$ cat config.mk
export PLATFORM = sky130hd
export DESIGN_NAME = windowed_record_stats
export DESIGN_NICKNAME = d
export VERILOG_FILES = /design/src/hw/rtl/wrs_pkg.sv /design/src/hw/rtl/windowed_record_stats.sv /design/src/hw/rtl/wrs_cell.sv /design/src/hw/rtl/wrs_stats.sv /design/src/hw/rtl/wrs_div.sv
export VERILOG_INCLUDE_DIRS = /design/src /design/src/hw/rtl
export SDC_FILE = /design/constraint.sdc
export NUM_CORES = 2
export LEC_CHECK = 0
export BUFFER_PORTS_ARGS = -buffer_cell sky130_fd_sc_hd__buf_2
export CORE_MARGIN = 3
export CORE_UTILIZATION = 25
export CTS_CLUSTER_SIZE = 10
export DETAILED_ROUTE_END_ITERATION = 8
export GPL_ROUTABILITY_DRIVEN = 1
export PLACE_DENSITY = 0.5
export SYNTH_ARGS = -nofsm -noshare
export SYNTH_HDL_FRONTEND = slang
export SYNTH_SLANG_ARGS = --single-unit
$ cat constraint.sdc
create_clock -name clk_i -period 10.2 [get_ports clk_i]
set_clock_uncertainty 0.15 [all_clocks]
set_input_delay 1.53 -clock clk_i [delete_from_list [all_inputs] [get_ports clk_i]]
set_output_delay 1.53 -clock clk_i [all_outputs]
set_load 0.05 [all_outputs]
$ cat src/hw/rtl/windowed_record_stats_assert.svh
// ----------------------------------------------------------------------------
// Assertion macros for windowed_record_stats
// Clocked checks, reset-qualified, reporting via $error.
// ----------------------------------------------------------------------------
`ifndef WINDOWED_RECORD_STATS_ASSERT_SVH
`define WINDOWED_RECORD_STATS_ASSERT_SVH

`ifndef NO_ASSERTIONS
`define WRS_ASSERT(label, prop, msg) \
  label: assert property (@(posedge clk_i) disable iff (!rst_ni) prop) else $error(msg);
`define WRS_ASSERT_NEXT(label, pre, post, msg) \
  label: assert property (@(posedge clk_i) disable iff (!rst_ni) pre |=> post) else $error(msg);
`else
`define WRS_ASSERT(label, prop, msg)
`define WRS_ASSERT_NEXT(label, pre, post, msg)
`endif

`endif

$ cat src/hw/rtl/wrs_pkg.sv
// ----------------------------------------------------------------------------
// wrs_pkg
// Shared types, codes and date helpers for the windowed record statistics.
// ----------------------------------------------------------------------------
package wrs_pkg;

  localparam int unsigned DAY_W = 16;

  typedef enum logic [1:0] {
    FUNC_LOAD  = 2'd0,
    FUNC_CLEAR = 2'd1,
    FUNC_QUERY = 2'd2,
    FUNC_NONE  = 2'd3
  } func_e;

  typedef enum logic [2:0] {
    ST_IDLE,
    ST_LATEST,
    ST_ACCUM,
    ST_START,
    ST_DIVIDE,
    ST_FINISH
  } state_e;

  typedef struct packed {
    logic [4:0]         day;
    logic [3:0]         month;
    logic [6:0]         year;
    logic [1:0]         kind;
    logic signed [15:0] value;
  } rec_t;

  typedef struct packed {
    logic shift;
    logic clear;
  } cell_ctl_t;

  typedef struct packed {
    logic init;
    logic find_latest;
    logic accumulate;
  } stats_ctl_t;

  // days in the months before the given one; months past 12 count the whole year
  function automatic logic [8:0] cum_days(input logic [3:0] month, input logic leap);
    logic [8:0] d;
    unique case (month)
      4'd0, 4'd1: d = 9'd0;
      4'd2:       d = 9'd31;
      4'd3:       d = 9'd59;
      4'd4:       d = 9'd90;
      4'd5:       d = 9'd120;
      4'd6:       d = 9'd151;
      4'd7:       d = 9'd181;
      4'd8:       d = 9'd212;
      4'd9:       d = 9'd243;
      4'd10:      d = 9'd273;
      4'd11:      d = 9'd304;
      4'd12:      d = 9'd334;
      default:    d = 9'd365;
    endcase
    if (leap && month >= 4'd3) begin
      d = d + 9'd1;
    end
    return d;
  endfunction

  // day number with 1 Jan 2000 as day 1; every fourth year is leap except 2100
  function automatic logic [DAY_W-1:0] day_number(input rec_t r);
    logic [DAY_W-1:0] yr_days;
    logic [7:0]       leaps;
    logic             leap;
    yr_days = DAY_W'(r.year) * DAY_W'(365);
    leaps   = (8'(r.year) + 8'd3) >> 2;
    if (r.year > 7'd100) begin
      leaps = leaps - 8'd1;
    end
    leap    = (r.year[1:0] == 2'b00) && (r.year != 7'd100);
    return yr_days + DAY_W'(leaps) + DAY_W'(cum_days(r.month, leap)) + DAY_W'(r.day);
  endfunction

endpackage

$ cat src/hw/rtl/windowed_record_stats.sv
// ----------------------------------------------------------------------------
// windowed_record_stats
// Store of dated measurement records with windowed count/min/max/sum/mean.
// ----------------------------------------------------------------------------
// Input channel (in_valid_i/in_ready_o) takes one transaction: load writes a
// slot, clear empties the store, query asks for statistics of one type over a
// day window ending at the latest stored date. Output channel
// (out_valid_o/out_ready_i) gives one transaction per query only.
// Load and clear finish as they are accepted. A query circulates the record ring
// twice (latest date, then accumulation), then runs the mean divider for one bit
// per cycle over a numerator of 16 + clog2(RECORDS+1) + 8 bits, with a start state
// before it and a finish state after it.
// in_ready_o is high only between queries; loads and clears go back to back.
// A finished result waits in the output register; a later query may run
// while it waits and holds its own result until the register is free.
// Reset empties every slot (all fields zero) at once and clears
// the output valid.
// ----------------------------------------------------------------------------
module windowed_record_stats #(
  parameter int unsigned RECORDS = 16
) (
  input  logic               clk_i,
  input  logic               rst_ni,
  input  logic               in_valid_i,
  output logic               in_ready_o,
  input  logic [1:0]         func_i,
  input  logic [3:0]         slot_i,
  input  logic [4:0]         rec_day_i,
  input  logic [3:0]         rec_month_i,
  input  logic [6:0]         rec_year_i,
  input  logic [1:0]         kind_i,
  input  logic signed [15:0] sample_i,
  input  logic [7:0]         window_days_i,
  output logic               out_valid_o,
  input  logic               out_ready_i,
  output logic [4:0]         match_count_o,
  output logic signed [15:0] min_value_o,
  output logic signed [15:0] max_value_o,
  output logic signed [19:0] value_sum_o,
  output logic signed [23:0] mean_q8_o
);

  localparam int unsigned IDX_W = (RECORDS > 1) ? $clog2(RECORDS) : 1;
  localparam int unsigned CNT_W = $clog2(RECORDS + 1);
  localparam int unsigned SUM_W = 16 + CNT_W;
  localparam int unsigned NUM_W = SUM_W + 8;

  wrs_pkg::state_e     state_q, state_d;
  logic [IDX_W-1:0]    idx_q;
  logic                idx_last;
  logic                in_acc;
  wrs_pkg::func_e      func;
  wrs_pkg::cell_ctl_t  cell_ctl;
  wrs_pkg::stats_ctl_t stats_ctl;
  wrs_pkg::rec_t       load_rec;
  wrs_pkg::rec_t       ring [RECORDS];
  logic [1:0]          q_kind_q;
  logic [7:0]          q_window_q;
  logic [CNT_W-1:0]    st_count;
  logic signed [15:0]  st_min, st_max;
  logic signed [SUM_W-1:0] st_sum;
  logic [SUM_W-1:0]    sum_mag;
  logic                div_start, div_done;
  logic [NUM_W-1:0]    quo;
  logic                out_load;
  logic                out_valid_q;
  logic signed [31:0]  sum_wide;
  logic signed [19:0]  sum_sat;
  logic [23:0]         mean_mag;
  logic signed [23:0]  mean;

  assign func     = wrs_pkg::func_e'(func_i);
  assign in_ready_o = (state_q == wrs_pkg::ST_IDLE);
  assign in_acc   = in_valid_i && in_ready_o;
  assign idx_last = (idx_q == IDX_W'(RECORDS - 1));

  assign load_rec.day   = rec_day_i;
  assign load_rec.month = rec_month_i;
  assign load_rec.year  = rec_year_i;
  assign load_rec.kind  = kind_i;
  assign load_rec.value = sample_i;

  // next state
  always_comb begin
    state_d = state_q;
    unique case (state_q)
      wrs_pkg::ST_IDLE:   if (in_acc && func == wrs_pkg::FUNC_QUERY) state_d = wrs_pkg::ST_LATEST;
      wrs_pkg::ST_LATEST: if (idx_last) state_d = wrs_pkg::ST_ACCUM;
      wrs_pkg::ST_ACCUM:  if (idx_last) state_d = wrs_pkg::ST_START;
      wrs_pkg::ST_START:  state_d = wrs_pkg::ST_DIVIDE;
      wrs_pkg::ST_DIVIDE: if (div_done) state_d = wrs_pkg::ST_FINISH;
      wrs_pkg::ST_FINISH: if (!out_valid_q || out_ready_i) state_d = wrs_pkg::ST_IDLE;
      default:            state_d = wrs_pkg::ST_IDLE;
    endcase
  end

  // control outputs
  always_comb begin
    cell_ctl.shift        = (state_q == wrs_pkg::ST_LATEST) || (state_q == wrs_pkg::ST_ACCUM);
    cell_ctl.clear        = in_acc && (func == wrs_pkg::FUNC_CLEAR);
    stats_ctl.init        = in_acc && (func == wrs_pkg::FUNC_QUERY);
    stats_ctl.find_latest = (state_q == wrs_pkg::ST_LATEST);
    stats_ctl.accumulate  = (state_q == wrs_pkg::ST_ACCUM);
    div_start             = (state_q == wrs_pkg::ST_START);
    out_load              = (state_q == wrs_pkg::ST_FINISH) && (!out_valid_q || out_ready_i);
  end

  always_ff @(posedge clk_i or negedge rst_ni) begin
    if (!rst_ni) begin
      state_q     <= wrs_pkg::ST_IDLE;
      idx_q       <= '0;
      out_valid_q <= 1'b0;
    end else begin
      state_q <= state_d;
      if (cell_ctl.shift) begin
        idx_q <= idx_last ? '0 : idx_q + IDX_W'(1);
      end
      if (out_load) begin
        out_valid_q <= 1'b1;
      end else if (out_ready_i) begin
        out_valid_q <= 1'b0;
      end
    end
  end

  always_ff @(posedge clk_i) begin
    if (stats_ctl.init) begin
      q_kind_q   <= kind_i;
      q_window_q <= window_days_i;
    end
  end

  for (genvar i = 0; i < RECORDS; i++) begin : g_cell
    wrs_cell u_cell (
      .clk_i       (clk_i),
      .rst_ni      (rst_ni),
      .ctl_i       (cell_ctl),
      .load_i      (in_acc && (func == wrs_pkg::FUNC_LOAD) && (32'(slot_i) == i)),
      .load_rec_i  (load_rec),
      .shift_rec_i (ring[(i + RECORDS - 1) % RECORDS]),
      .rec_o       (ring[i])
    );
  end

  wrs_stats #(
    .CNT_W (CNT_W),
    .SUM_W (SUM_W)
  ) u_stats (
    .clk_i    (clk_i),
    .rst_ni   (rst_ni),
    .ctl_i    (stats_ctl),
    .rec_i    (ring[RECORDS-1]),
    .kind_i   (q_kind_q),
    .window_i (q_window_q),
    .count_o  (st_count),
    .min_o    (st_min),
    .max_o    (st_max),
    .sum_o    (st_sum)
  );

  assign sum_mag = st_sum[SUM_W-1] ? SUM_W'(-st_sum) : SUM_W'(st_sum);

  wrs_div #(
    .NUM_W (NUM_W),
    .DEN_W (CNT_W)
  ) u_div (
    .clk_i   (clk_i),
    .rst_ni  (rst_ni),
    .start_i (div_start),
    .num_i   ({sum_mag, 8'h00}),
    .den_i   (st_count),
    .done_o  (div_done),
    .quo_o   (quo)
  );

  assign sum_wide = 32'(st_sum);
  assign sum_sat  = (sum_wide > 32'sd524287)  ? 20'sh7FFFF :
                    (sum_wide < -32'sd524288) ? 20'sh80000 : sum_wide[19:0];
  assign mean_mag = quo[23:0];
  assign mean     = (st_count == '0) ? '0 :
                    st_sum[SUM_W-1] ? -$signed(mean_mag) : $signed(mean_mag);

  always_ff @(posedge clk_i) begin
    if (out_load) begin
      match_count_o <= (32'(st_count) > 32'd31) ? 5'd31 : 5'(st_count);
      min_value_o   <= st_min;
      max_value_o   <= st_max;
      value_sum_o   <= sum_sat;
      mean_q8_o     <= mean;
    end
  end

  assign out_valid_o = out_valid_q;

  `include "windowed_record_stats_assert.svh"

  `WRS_ASSERT_NEXT(a_finish_shows, out_load, out_valid_o, "finished result not presented")
  `WRS_ASSERT_NEXT(a_query_starts, (stats_ctl.init), (state_q == wrs_pkg::ST_LATEST), "query did not start")
  `WRS_ASSERT(a_count_range, (32'(st_count) <= RECORDS), "match count beyond store size")
  `WRS_ASSERT(a_busy_no_accept, ((state_q != wrs_pkg::ST_IDLE) |-> !in_ready_o), "input taken mid query")

endmodule

$ cat src/hw/rtl/wrs_cell.sv
// ----------------------------------------------------------------------------
// wrs_cell
// One record slot of the circulating store.
// ----------------------------------------------------------------------------
module wrs_cell (
  input  logic              clk_i,
  input  logic              rst_ni,
  input  wrs_pkg::cell_ctl_t ctl_i,
  input  logic              load_i,
  input  wrs_pkg::rec_t     load_rec_i,
  input  wrs_pkg::rec_t     shift_rec_i,
  output wrs_pkg::rec_t     rec_o
);

  wrs_pkg::rec_t rec_q;

  always_ff @(posedge clk_i or negedge rst_ni) begin
    if (!rst_ni) begin
      rec_q <= '0;
    end else begin
      priority if (ctl_i.clear) begin
        rec_q <= '0;
      end else if (load_i) begin
        rec_q <= load_rec_i;
      end else if (ctl_i.shift) begin
        rec_q <= shift_rec_i;
      end
    end
  end

  assign rec_o = rec_q;

endmodule

$ cat src/hw/rtl/wrs_stats.sv
// ----------------------------------------------------------------------------
// wrs_stats
// Latest-date search and windowed min/max/sum/count over the record stream.
// ----------------------------------------------------------------------------
module wrs_stats #(
  parameter int unsigned CNT_W = 5,
  parameter int unsigned SUM_W = 21
) (
  input  logic                     clk_i,
  input  logic                     rst_ni,
  input  wrs_pkg::stats_ctl_t      ctl_i,
  input  wrs_pkg::rec_t            rec_i,
  input  logic [1:0]               kind_i,
  input  logic [7:0]               window_i,
  output logic [CNT_W-1:0]         count_o,
  output logic signed [15:0]       min_o,
  output logic signed [15:0]       max_o,
  output logic signed [SUM_W-1:0]  sum_o
);

  logic [wrs_pkg::DAY_W-1:0]   dn;
  logic [wrs_pkg::DAY_W-1:0]   latest_q, latest_d;
  logic signed [wrs_pkg::DAY_W+1:0] low, dn_s;
  logic                        hit;
  logic [CNT_W-1:0]            count_q, count_d;
  logic signed [15:0]          min_q, min_d, max_q, max_d;
  logic signed [SUM_W-1:0]     sum_q, sum_d;

  assign dn   = wrs_pkg::day_number(rec_i);
  assign dn_s = $signed({2'b00, dn});
  assign low  = $signed({2'b00, latest_q}) - $signed({{(wrs_pkg::DAY_W-6){1'b0}}, window_i});
  assign hit  = (rec_i.kind == kind_i) && (dn_s >= low) && (dn <= latest_q);

  always_comb begin
    latest_d = latest_q;
    count_d  = count_q;
    min_d    = min_q;
    max_d    = max_q;
    sum_d    = sum_q;
    priority if (ctl_i.init) begin
      latest_d = '0;
      count_d  = '0;
      min_d    = '0;
      max_d    = '0;
      sum_d    = '0;
    end else if (ctl_i.find_latest) begin
      if (dn > latest_q) begin
        latest_d = dn;
      end
    end else if (ctl_i.accumulate && hit) begin
      if (count_q == '0) begin
        min_d = rec_i.value;
        max_d = rec_i.value;
      end else begin
        if (rec_i.value < min_q) min_d = rec_i.value;
        if (rec_i.value > max_q) max_d = rec_i.value;
      end
      sum_d   = sum_q + SUM_W'(rec_i.value);
      count_d = count_q + CNT_W'(1);
    end
  end

  always_ff @(posedge clk_i or negedge rst_ni) begin
    if (!rst_ni) begin
      latest_q <= '0;
      count_q  <= '0;
      min_q    <= '0;
      max_q    <= '0;
      sum_q    <= '0;
    end else begin
      latest_q <= latest_d;
      count_q  <= count_d;
      min_q    <= min_d;
      max_q    <= max_d;
      sum_q    <= sum_d;
    end
  end

  assign count_o = count_q;
  assign min_o   = min_q;
  assign max_o   = max_q;
  assign sum_o   = sum_q;

endmodule

$ cat src/hw/rtl/wrs_div.sv
// ----------------------------------------------------------------------------
// wrs_div
// Restoring unsigned divider, one quotient bit per cycle.
// ----------------------------------------------------------------------------
module wrs_div #(
  parameter int unsigned NUM_W = 29,
  parameter int unsigned DEN_W = 5
) (
  input  logic             clk_i,
  input  logic             rst_ni,
  input  logic             start_i,
  input  logic [NUM_W-1:0] num_i,
  input  logic [DEN_W-1:0] den_i,
  output logic             done_o,
  output logic [NUM_W-1:0] quo_o
);

  localparam int unsigned STEP_W = $clog2(NUM_W + 1);

  logic              run_q;
  logic [STEP_W-1:0] step_q;
  logic [NUM_W-1:0]  quo_q;
  logic [DEN_W:0]    rem_q, rem_shift, rem_sub;
  logic              take;

  assign rem_shift = {rem_q[DEN_W-1:0], quo_q[NUM_W-1]};
  assign take      = (rem_shift >= {1'b0, den_i});
  assign rem_sub   = rem_shift - {1'b0, den_i};

  always_ff @(posedge clk_i or negedge rst_ni) begin
    if (!rst_ni) begin
      run_q  <= 1'b0;
      step_q <= '0;
    end else if (start_i) begin
      run_q  <= 1'b1;
      step_q <= '0;
    end else if (run_q) begin
      step_q <= step_q + STEP_W'(1);
      if (step_q == STEP_W'(NUM_W - 1)) begin
        run_q <= 1'b0;
      end
    end
  end

  always_ff @(posedge clk_i) begin
    if (start_i) begin
      quo_q <= num_i;
      rem_q <= '0;
    end else if (run_q) begin
      quo_q <= {quo_q[NUM_W-2:0], take};
      rem_q <= take ? rem_sub : rem_shift;
    end
  end

  assign done_o = run_q && (step_q == STEP_W'(NUM_W - 1));
  assign quo_o  = quo_q;

endmodule
==> results.yml <==
clocking:
  cts_sinks: 757
  post-cts-setup-buffers: 0
  cts_resized: 0
  cts_hold_buf: 0
  clockBufferDepth: 3
  cts_root_buf: "clkbuf_16"
  cts_buffers: 90
  htree_levels: 3
  cts.clk_slew.worst_paths_ps: 70
  clock_latency_ps: 700
  tritoncts: "done"
timing:
  max_freq_mhz: 109
  max_slew_margin_pct: 24.4
  maxSlewViolCount: 0
  tightest_slew_ps: 1130
  tns_ps: 0
  finalCritPeriodShare_pct: 89.7
  min_period_ps: 9150
  rsz0062_at_grt: "no"
  hold_ws_ps: 328
  hold_viol: 0
  finalSetupViolations: 0
  fin_ws_ps: 1050
worst_hold_path:
  holdPathEnd: "idx_q[3]"
  holdPathStages: 1
  min-delay-start: "idx_q[3]"
  hold_path_class: "reg -> reg"
yosys:
  synth_xor_area_share_pct: 2.49
  yosysMostFrequentCell: "nand2_1"
  ys_seq_area_share_pct: 50.2
  yosys_warnings: 0
  yosys_register_bits: 757
  synth_edf_count: 112
  synth_compound_area_share_pct: 22.3
  synthMuxAreaShare_pct: 1.44
  netlist_area_sq_mm: 0.0387
  synth.top_cells.by_area: "dfrtp_1 41%, a22oi_1 11%, edfxtp_1 8.7%"
  synth_flop_cell: "dfrtp_1"
  synth.largest_area_cell: "dfrtp_1"
  synth_cell_types: 68
  synth_area_per_cell_sq_um: 9.65
  yosys.area_share.adder_pct: 7.38
  synth_top_family_by_area: "compound AO/OA/AOI/OAI gates"
  synth-simple-area-share_pct: 11.0
  synth-async-reset-ratio_pct: 83.5
  ys_top_cells_by_count: "664 x nand2_1, 632 x dfrtp_1, 605 x a21oi_1"
  synthCells: 4015
  netlist.area_leader.share_pct: 40.8
  syn_nets: 4274
critical_path:
  r2r_start: "g_cell[15].u_cell.rec_o[22]"
  cp_data_arrival_time_ps: 9590
  end_kind: "register"
  crit_path_max_fanout: 50
  cp.required_ps: 10640
  critical-path-max-stage-delay_ps: 580
  r2r_cells: 31
  crit_path_start_kind: "register"
  worstSetupPathType: "reg -> reg"
  cp_slowest_cell: "nor4_1"
  reg2reg_to: "u_stats.max_o[14]"
  reg2reg_setup_slack_ps: 1050
final_layout:
  multi_input_area_sq_mm: 0.0175
  seq_area_sq_mm: 0.0194
  drive_gt1_share_pct: 9.18
  area_delta_synth_final_pct: 13.3
  final_util_pct: 28.7
  nets: 4216
  fill_cells: 16100
route:
  routedWlPerCell_um: 18.1
  vias: 29700
  drt_pass1_iterations: 6
  via_per_inst: 4.92
  wl_mm: 109
  drc: 0
  postRouteAntennaNets: 0
  first_iter_violations: 2589
global_route:
  first_global_vias: 29400
  antenna_found_initial: 16
  gr-total-overflow: 0
  track_usage_pct: 13.5
  grt_start_max_net_pins: 230
  grt_pass1_wl_mm: 175
run_status:
  outcome: "complete, no violations"
place:
  place_ws_ps: 1120
  gp_congestion: 0.795
  portBuffers: 134
  dp_hpwl_mm: 70.4
power:
  p_total_mw: 6.21
  peakVddDrop_uv: 104
  power_leakage_nw: 18.1
  p_per_area_mw_per_mm2: 142
floorplan:
  fp.dieH_um: 400
  core_area_sq_mm: 0.153
  start_util_pct: 25.3
  dieArea_sq_mm: 0.160
  ioPinCount: 135
  die_w_um: 400
  num_rows: 143
run:
  maxCapViolCount: 0
sequential cells by signal, indices dropped and copies added (netlist names), 20 cells and up:
name / flops
value_sum_o: 20
u_stats.sum_o: 21
mean_q8_o: 24
u_div.quo_o: 29
g_cell.u_cell.rec_o: 544
per-stage QoR:
| stage | cell area, sq um | instances |
|---|---|---|
| after global routing | 43900 | 6031 |
| after floorplan | 38700 | 4015 |
| after global placement | 41200 | 5895 |
| final | 43900 | 6035 |
| after detailed placement | 41200 | 5895 |
| after CTS | 43900 | 6030 |
cells in the final DEF (no fill, tap or decap), types with 50 or more instances in the layout:
| master | instances |
|---|---|
| xnor2_1 | 56 |
| buf_4 | 54 |
| buf_2 | 133 |
| a21oi_1 | 604 |
| inv_1 | 156 |
| dfrtp_1 | 632 |
| clkbuf_16 | 90 |
| nand3_1 | 78 |
| o21ai_0 | 92 |
| mux2i_1 | 50 |
| nor2_1 | 102 |
| a22oi_1 | 544 |
| edfxtp_1 | 112 |
| xor2_1 | 54 |
| ha_1 | 171 |
| nand2_1 | 664 |
kinds of logic (layout without fill, tap and decap cells):
kind of cell,after synthesis,after routing
compound gates,1377,1377
xor+xnor,110,110
fa+ha+maj,207,207
buf+inv,500,485
flops,757,757
mux,55,55
other cells,0,5
simple gates,1009,1009
worst max-delay path by stage:
stage | depth (start not counted) | endpoint | from
final | 31 | u_stats.max_o[14] | g_cell[15].u_cell.rec_o[22]
after global routing | 32 | u_stats.max_o[3] | g_cell[15].u_cell.rec_o[22]
after CTS | 31 | u_stats.max_o[14] | g_cell[15].u_cell.rec_o[22]
after detailed placement | 32 | u_stats.max_o[14] | g_cell[15].u_cell.rec_o[22]
after global placement | 31 | u_stats.count_o[4] | g_cell[15].u_cell.rec_o[22]
after floorplan | 31 | u_stats.min_o[15] | g_cell[15].u_cell.rec_o[22]
metal layers:
| metal | track usage (%) | routed length [um] |
|---|---|---|
| met3 | 2.54 | 5970 |
| met2 | 20.1 | 47700 |
| met5 | 0 | 89 |
| met4 | 3.01 | 1690 |
| met1 | 20.0 | 53900 |
critical path, delay by kind of cell (launching register included):
kind / cells / cell delay, ps
buffers and inverters: 4 / 790
multiplexers: 1 / 230
XOR/XNOR: 2 / 430
adder cells (fa/ha/maj): 8 / 3110
flip-flops: 1 / 520
AND/OR/NAND/NOR: 9 / 2340
AO/OA/AOI/OAI: 7 / 1420
where the power goes:
group	switching, mW	leakage [nW]	total, mW	internal, mW
sequential	0.00448	9.66	3.07	3.06
clock	1.32	1.28	3.00	1.68
combinational	0.117	7.15	0.141	0.0233
total	1.44	18.1	6.21	4.77
cell type report:
class,instances,area share (%)
Tap cell,2030,5.79
Sequential cell,757,44.3
Multi-Input combinational cell,2758,39.8
Clock buffer,122,5.61
Antenna cell,5,0.0285
Timing Repair Buffer,194,2.75
Inverter,156,1.33
Clock inverter,13,0.425
No activity file was read; power rests on OpenSTA's default activity.
